### src/hdl/skp_pkg.sv
// ----------------------------------------------------------------------------
// skp_pkg
// shared types, constants and helpers for the skyline rectangle packer
// ----------------------------------------------------------------------------
package skp_pkg;

  localparam int MAX_COLUMNS_DEF = 1024;
  localparam int HEIGHT_BITS_DEF = 12;

  localparam int CFG_IDX_W  = 2;
  localparam int CFG_DATA_W = 12;
  localparam int AREA_W     = 22;

  localparam logic [AREA_W-1:0] AREA_MAX = {AREA_W{1'b1}};

  typedef enum logic [CFG_IDX_W-1:0] {
    REG_ATLAS_WIDTH  = 2'd0,
    REG_ATLAS_HEIGHT = 2'd1,
    REG_BORDER_SIZE  = 2'd2
  } cfg_reg_e;

  typedef enum logic {
    CMD_ADD   = 1'b0,
    CMD_CLEAR = 1'b1
  } item_cmd_e;

  typedef enum logic [3:0] {
    ST_INIT,
    ST_IDLE,
    ST_CLR,
    ST_CHECK,
    ST_SCAN_RD,
    ST_SCAN_EV,
    ST_PEAK_RD,
    ST_PEAK_EV,
    ST_RUN_END,
    ST_FINISH,
    ST_WRITE
  } state_e;

  typedef struct packed {
    logic load;
    logic clr_step;
    logic clr_fin;
    logic rd_peak;
    logic skip;
    logic peak_start;
    logic peak_eval;
    logic run_end;
    logic fail;
    logic commit;
    logic wr_step;
    logic emit;
    logic emit_placed;
  } dp_cmd_t;

  typedef struct packed {
    logic is_clear;
    logic clr_last;
    logic reject;
    logic scan_done;
    logic eq_last;
    logic peak_last;
    logic no_fit;
    logic wr_last;
  } dp_status_t;

  // smallest power of two not below v, 1 for v of 0 or 1
  function automatic logic [18:0] pow2_up(input logic [17:0] v);
    logic [18:0] r;
    r = 19'd1 << 18;
    for (int i = 18; i >= 0; i--) begin
      if ((19'd1 << i) >= {1'b0, v}) r = 19'd1 << i;
    end
    return r;
  endfunction

endpackage

### src/hdl/skp_ctrl.sv
// ----------------------------------------------------------------------------
// skp_ctrl
// sequencer for clear sweeps, skyline scan, height check and column rewrite
// ----------------------------------------------------------------------------
module skp_ctrl (
  input  logic                clk_i,
  input  logic                rst_ni,
  input  logic                start,
  output logic                busy,
  input  skp_pkg::dp_status_t status_i,
  output skp_pkg::dp_cmd_t    cmd_o
);
  import skp_pkg::*;

  state_e state_q, state_d;

  always_ff @(posedge clk_i or negedge rst_ni) begin
    if (!rst_ni) begin
      state_q <= ST_INIT;
    end else begin
      state_q <= state_d;
    end
  end

  always_comb begin
    state_d = state_q;
    cmd_o   = '0;
    case (state_q)
      ST_INIT: begin
        // packer registers already hold their reset values
        cmd_o.clr_step = 1'b1;
        if (status_i.clr_last) begin
          state_d = ST_IDLE;
        end
      end
      ST_IDLE: begin
        if (start) begin
          cmd_o.load = 1'b1;
          state_d    = status_i.is_clear ? ST_CLR : ST_CHECK;
        end
      end
      ST_CLR: begin
        cmd_o.clr_step = 1'b1;
        if (status_i.clr_last) begin
          cmd_o.clr_fin = 1'b1;
          cmd_o.emit    = 1'b1;
          state_d       = ST_IDLE;
        end
      end
      ST_CHECK: begin
        if (status_i.reject) begin
          cmd_o.emit = 1'b1;
          state_d    = ST_IDLE;
        end else begin
          state_d = ST_SCAN_RD;
        end
      end
      ST_SCAN_RD: begin
        state_d = status_i.scan_done ? ST_FINISH : ST_SCAN_EV;
      end
      ST_SCAN_EV: begin
        if (status_i.eq_last) begin
          cmd_o.skip = 1'b1;
          state_d    = ST_SCAN_RD;
        end else begin
          cmd_o.peak_start = 1'b1;
          state_d          = ST_PEAK_RD;
        end
      end
      ST_PEAK_RD: begin
        cmd_o.rd_peak = 1'b1;
        state_d       = ST_PEAK_EV;
      end
      ST_PEAK_EV: begin
        cmd_o.peak_eval = 1'b1;
        state_d         = status_i.peak_last ? ST_RUN_END : ST_PEAK_RD;
      end
      ST_RUN_END: begin
        cmd_o.run_end = 1'b1;
        state_d       = ST_SCAN_RD;
      end
      ST_FINISH: begin
        if (status_i.no_fit) begin
          cmd_o.fail = 1'b1;
          cmd_o.emit = 1'b1;
          state_d    = ST_IDLE;
        end else begin
          cmd_o.commit = 1'b1;
          state_d      = ST_WRITE;
        end
      end
      ST_WRITE: begin
        cmd_o.wr_step = 1'b1;
        if (status_i.wr_last) begin
          cmd_o.emit        = 1'b1;
          cmd_o.emit_placed = 1'b1;
          state_d           = ST_IDLE;
        end
      end
      default: state_d = ST_IDLE;
    endcase
  end

  assign busy = (state_q != ST_IDLE);

endmodule

### config.mk
export PLATFORM = sky130hd
export DESIGN_NAME = skp_ctrl
export DESIGN_NICKNAME = d
export VERILOG_FILES = /design/src/hdl/skp_pkg.sv /design/src/hdl/skp_ctrl.sv
export SDC_FILE = /design/constraint.sdc
export NUM_CORES = 1
export LEC_CHECK = 0
export BUFFER_PORTS_ARGS = -buffer_cell sky130_fd_sc_hd__buf_2
export CAP_MARGIN = 20
export CORE_AREA = 2 2 39 41
export CTS_CLUSTER_DIAMETER = 150
export DETAILED_ROUTE_END_ITERATION = 7
export DIE_AREA = 0 0 41 43
export PLACE_DENSITY = 0.65
export SYNTH_ARGS = -nofsm -noshare
export SYNTH_HDL_FRONTEND = slang
export SYNTH_SLANG_ARGS = --single-unit
### constraint.sdc
create_clock -name clk_i -period 1.4 [get_ports clk_i]
set_input_delay 0 -clock clk_i [delete_from_list [all_inputs] [get_ports clk_i]]
set_output_delay 0 -clock clk_i [all_outputs]
set_load 0.05 [all_outputs]
Word-level counts from Yosys, hierarchy flattened. Cells that the tools add are included. Widths: inputs -> output; s select.

Eq/ne operators: 14. Multiplexer cells: 29. Reduce and logical (&&, ||, !) cells: 3.

Operators with widths (count): $pmux 4 s10 (1); $mux 4 (6); $eq 4x3->1 const B (4); $mux 1 (16); $eq 4x4->1 const B (3); $eq 4x2->1 const B (2); $mux 2 (4); $eq 4x1->1 const B (1); $logic_not 4->1 (1); $ne 2x2->1 const B (2); $ne 4x1->1 const B (1); $pmux 1 s4 (1); $mux 3 (1); $reduce_and 3->1 (1); $ne 2x1->1 const B (1); $reduce_or 2->1 (1).

Register bits: 4. Bits of input ports: 11. Output and inout bits: 14. Logic and storage cells: 47.

Depth between registers and ports, before layout.
Depth after elaboration: 4. Gate-level depth with buffers: 5. Mapped depth without buffers: 4.

Worst setup path before layout. No wires, ideal clock.

Path kind: flip-flop to output port. From: register state_q[3]. To: output port cmd_o[1] (netlist bit). Data arrival time: 1834 ps. Slack: -434 ps. Stages on the path, launching flop included: 4. Path through: dfrtp_1 buf_6 a21oi_1 o31ai_1.

RTL lines: from (decl) (RTL line skp_ctrl.sv:15) `state_e state_q, state_d;`; from (signal assigned) (RTL line skp_ctrl.sv:21) `state_q <= state_d;`; to (decl) (RTL line skp_ctrl.sv:11) `output skp_pkg::dp_cmd_t cmd_o`.

==> flow_summary.json <==
{
  "io_pins": 25,
  "arrival_ps": 1430,
  "drv_slew": 0,
  "critPathBufInv": 1,
  "numPortBuffers": 24,
  "critPathLaunchType": "flop",
  "critPathKind": "flop to output port",
  "cts_tree": "done",
  "fin_tns_setup_ps": -27.1,
  "ys_warn_count": 0,
  "ys_types": 29,
  "overflow": 0,
  "cts_buffers": 3,
  "hold_path_class": "primary input to asynchronous set/reset pin",
  "worstSetupPathDepth": 5,
  "synth_largest_area_cell": "dfrtp_1",
  "drc": 0,
  "grt_first_pass_wirelength_um": 2150,
  "largest_reg_flops": 4,
  "row_count": 14,
  "viasPerCell": 5.21,
  "power.density_nw_per_um2": 2240,
  "syn_inst": 66,
  "crit_path_end_kind": "output port",
  "crit_chain": "nand3b_1 > o21ai_1 > nand3b_1 > o31ai_2 > buf_6",
  "violations": "negative setup slack",
  "reg_top3": "state_q: 4 flops",
  "ir_worst_vdd_uv": 900,
  "cp_max_fo": 15,
  "reg2reg_depth": 6,
  "ys.flop_type": "dfrtp_1",
  "synth_fp_nets": 77,
  "fill_cells": 135,
  "min_period_over_period_pct": 102,
  "critPathMaxStageDelay_ps": 500,
  "design_area_um2": 803,
  "vias": 604,
  "p_total_mw": 1.80,
  "power_leakage_nw": 0.387,
  "grt_antenna_before_repair": 0,
  "clockBufferDepth": 2,
  "final_core_util_pct": 58.0,
  "grt_max_degree": 17,
  "track_usage_pct": 16.8,
  "slowest_stage": "dfrtp_2",
  "max_slew.worst_pin.slew_ps": 353,
  "clock_latency_ps": 230,
  "place_hpwl_um": 998,
  "drive_gt1_share_pct": 55.0,
  "die_h_um": 43,
  "area_growth_pct": 71.7,
  "drt_iter0_drc": 12,
  "hold_violations": 0,
  "setup_violations": 1,
  "die_area_um2": 1760,
  "wl_um": 1380,
  "initial_utilization_pct": 33.8,
  "dpl_cell_area_um2": 649,
  "clock-sinks": 4,
  "finalHoldWorstSlack_ps": 104,
  "max_freq_ghz": 0.701,
  "ys_ff_latch": 4,
  "ys_top_cells_by_area": "dfrtp_1 21%, and3_1 8.0%, nor2_1 7.2%",
  "h-tree-depth": 1,
  "synth_top_area_share_pct": 21.4,
  "worst_slew_margin_rel_pct": 76.4,
  "crit_family": "flip-flops",
  "setup_slack_ps": -27.1,
  "min_period_ps": 1430,
  "synth_edf_count": 0,
  "die_x_um": 41,
  "yosysSeqAreaShare_pct": 21.4,
  "finalNetCount": 113,
  "clkSlewWorstSetupHoldPaths_ps": 40,
  "gp_congestion": 0.729,
  "antenna-diode-count": 0,
  "grt_pass1_vias": 527,
  "synth_area_per_cell_um2": 7.09,
  "outcome": "finished, violations left",
  "yosysMostFrequentCell": "nor2_1",
  "synthTopCellsByCount": "9 x nor2_1, 7 x nand2_1, 6 x and3_1",
  "path_common_cell": "nand3b_1",
  "antenna_left": 0,
  "rsz0062_at_grt": "true",
  "core_um2": 1380,
  "dr.pass1.iters": 4,
  "required_ps": 1400,
  "async_flop_share_pct": 100,
  "clock_skew_ps": 3.80,
  "cts-root-buf": "clkbuf_4",
  "largest-register": "state_q",
  "drv_cap": 0,
  "synthesis.area_um2": 468,
  "wl_per_cell_um": 11.9
}
==> layer usage <==
metal	share of wire [%]	vias to the layer above	wire, um	global-route usage [%]
met5	0	-	0	0
met4	0	0	0	4.67
met3	4.1	0	57	2.09
met2	52	19	721	27.2
met1	44	273	601	22.4
li1	-	312	-	-
==> power breakdown <==
group	leakage, nW	switching (mW)	internal [mW]	total (mW)
logic	0.328	0.772	0.578	1.35
registers	0.0454	0.126	0.177	0.303
clock network	0.0138	0.0473	0.0959	0.143
==> worst paths after layout <==
path / start / to / slack (ps)
min reg2reg: state_q[0] / state_q[0] / 710
min in group clk_i: status_i[2] / state_q[3] / 130
max reg2reg: state_q[2] / state_q[2] / 40
max in group asynchronous: rst_ni / state_q[2] / 1160
min: rst_ni / state_q[3] / 100
max: state_q[3] / cmd_o[1] / -30
==> repair_timing <==
action | in CTS | in global routing
endpoints found under the setup margin | 11 | 14
pin swaps | 0 | 1
endpoints found under the hold margin | 4 | 0
hold buffers | 1 | 0
resized for setup | 20 | 13
buffers inserted | 2 | 2
==> cells in the final DEF (no fill, tap or decap), drive strengths merged <==
cell,instances
nand3,1
nor3,2
nand2b,3
and2b,1
a2111oi,1
or2b,1
o32ai,1
nor4b,1
a31oi,2
o31ai,1
nor2b,4
a32o,1
dfrtp,4
dlygate4sd3,1
a21oi,4
a21o,1
buf,34
nand3b,2
inv,1
a211o,1
nor2,9
o22ai,1
and3,6
o21ai,4
clkbuf,4
a32oi,1
o2bb2ai,1
nand2,7
==> area by class of cell <==
type,instances,area (um^2),share of cell area (%)
Multi-Input combinational cell,56,373,46.4
Timing Repair Buffer,36,279,34.7
Sequential cell,4,105,13.1
Clock buffer,3,22.5,2.80
Tap cell,16,20.0,2.49
Inverter,1,3.75,0.467
==> logic make-up after synthesis <==
kind of cell,count (synthesis),share of synthesized area [%]
flip-flops,4,21.4
AO/OA/AOI/OAI,19,28.9
buffers and inverters,6,7.49
AND/OR/NAND/NOR,37,42.2
==> stage by stage <==
stage	setup WS (ps)	std cells
after global routing	-66.3	116
after floorplan	-12.7	66
after global placement	51.7	108
after detailed placement	51.2	108
after CTS	-34.7	114
final	-27.1	116
==> worst register-to-register path: stages, from the launching register on <==
cell,delay [ps]
dfrtp_2,440
buf_6,140
or2b_4,270
buf_4,140
nor2_1,80
a21oi_1,50
o22ai_1,140
(Power assumes the default switching activity.)
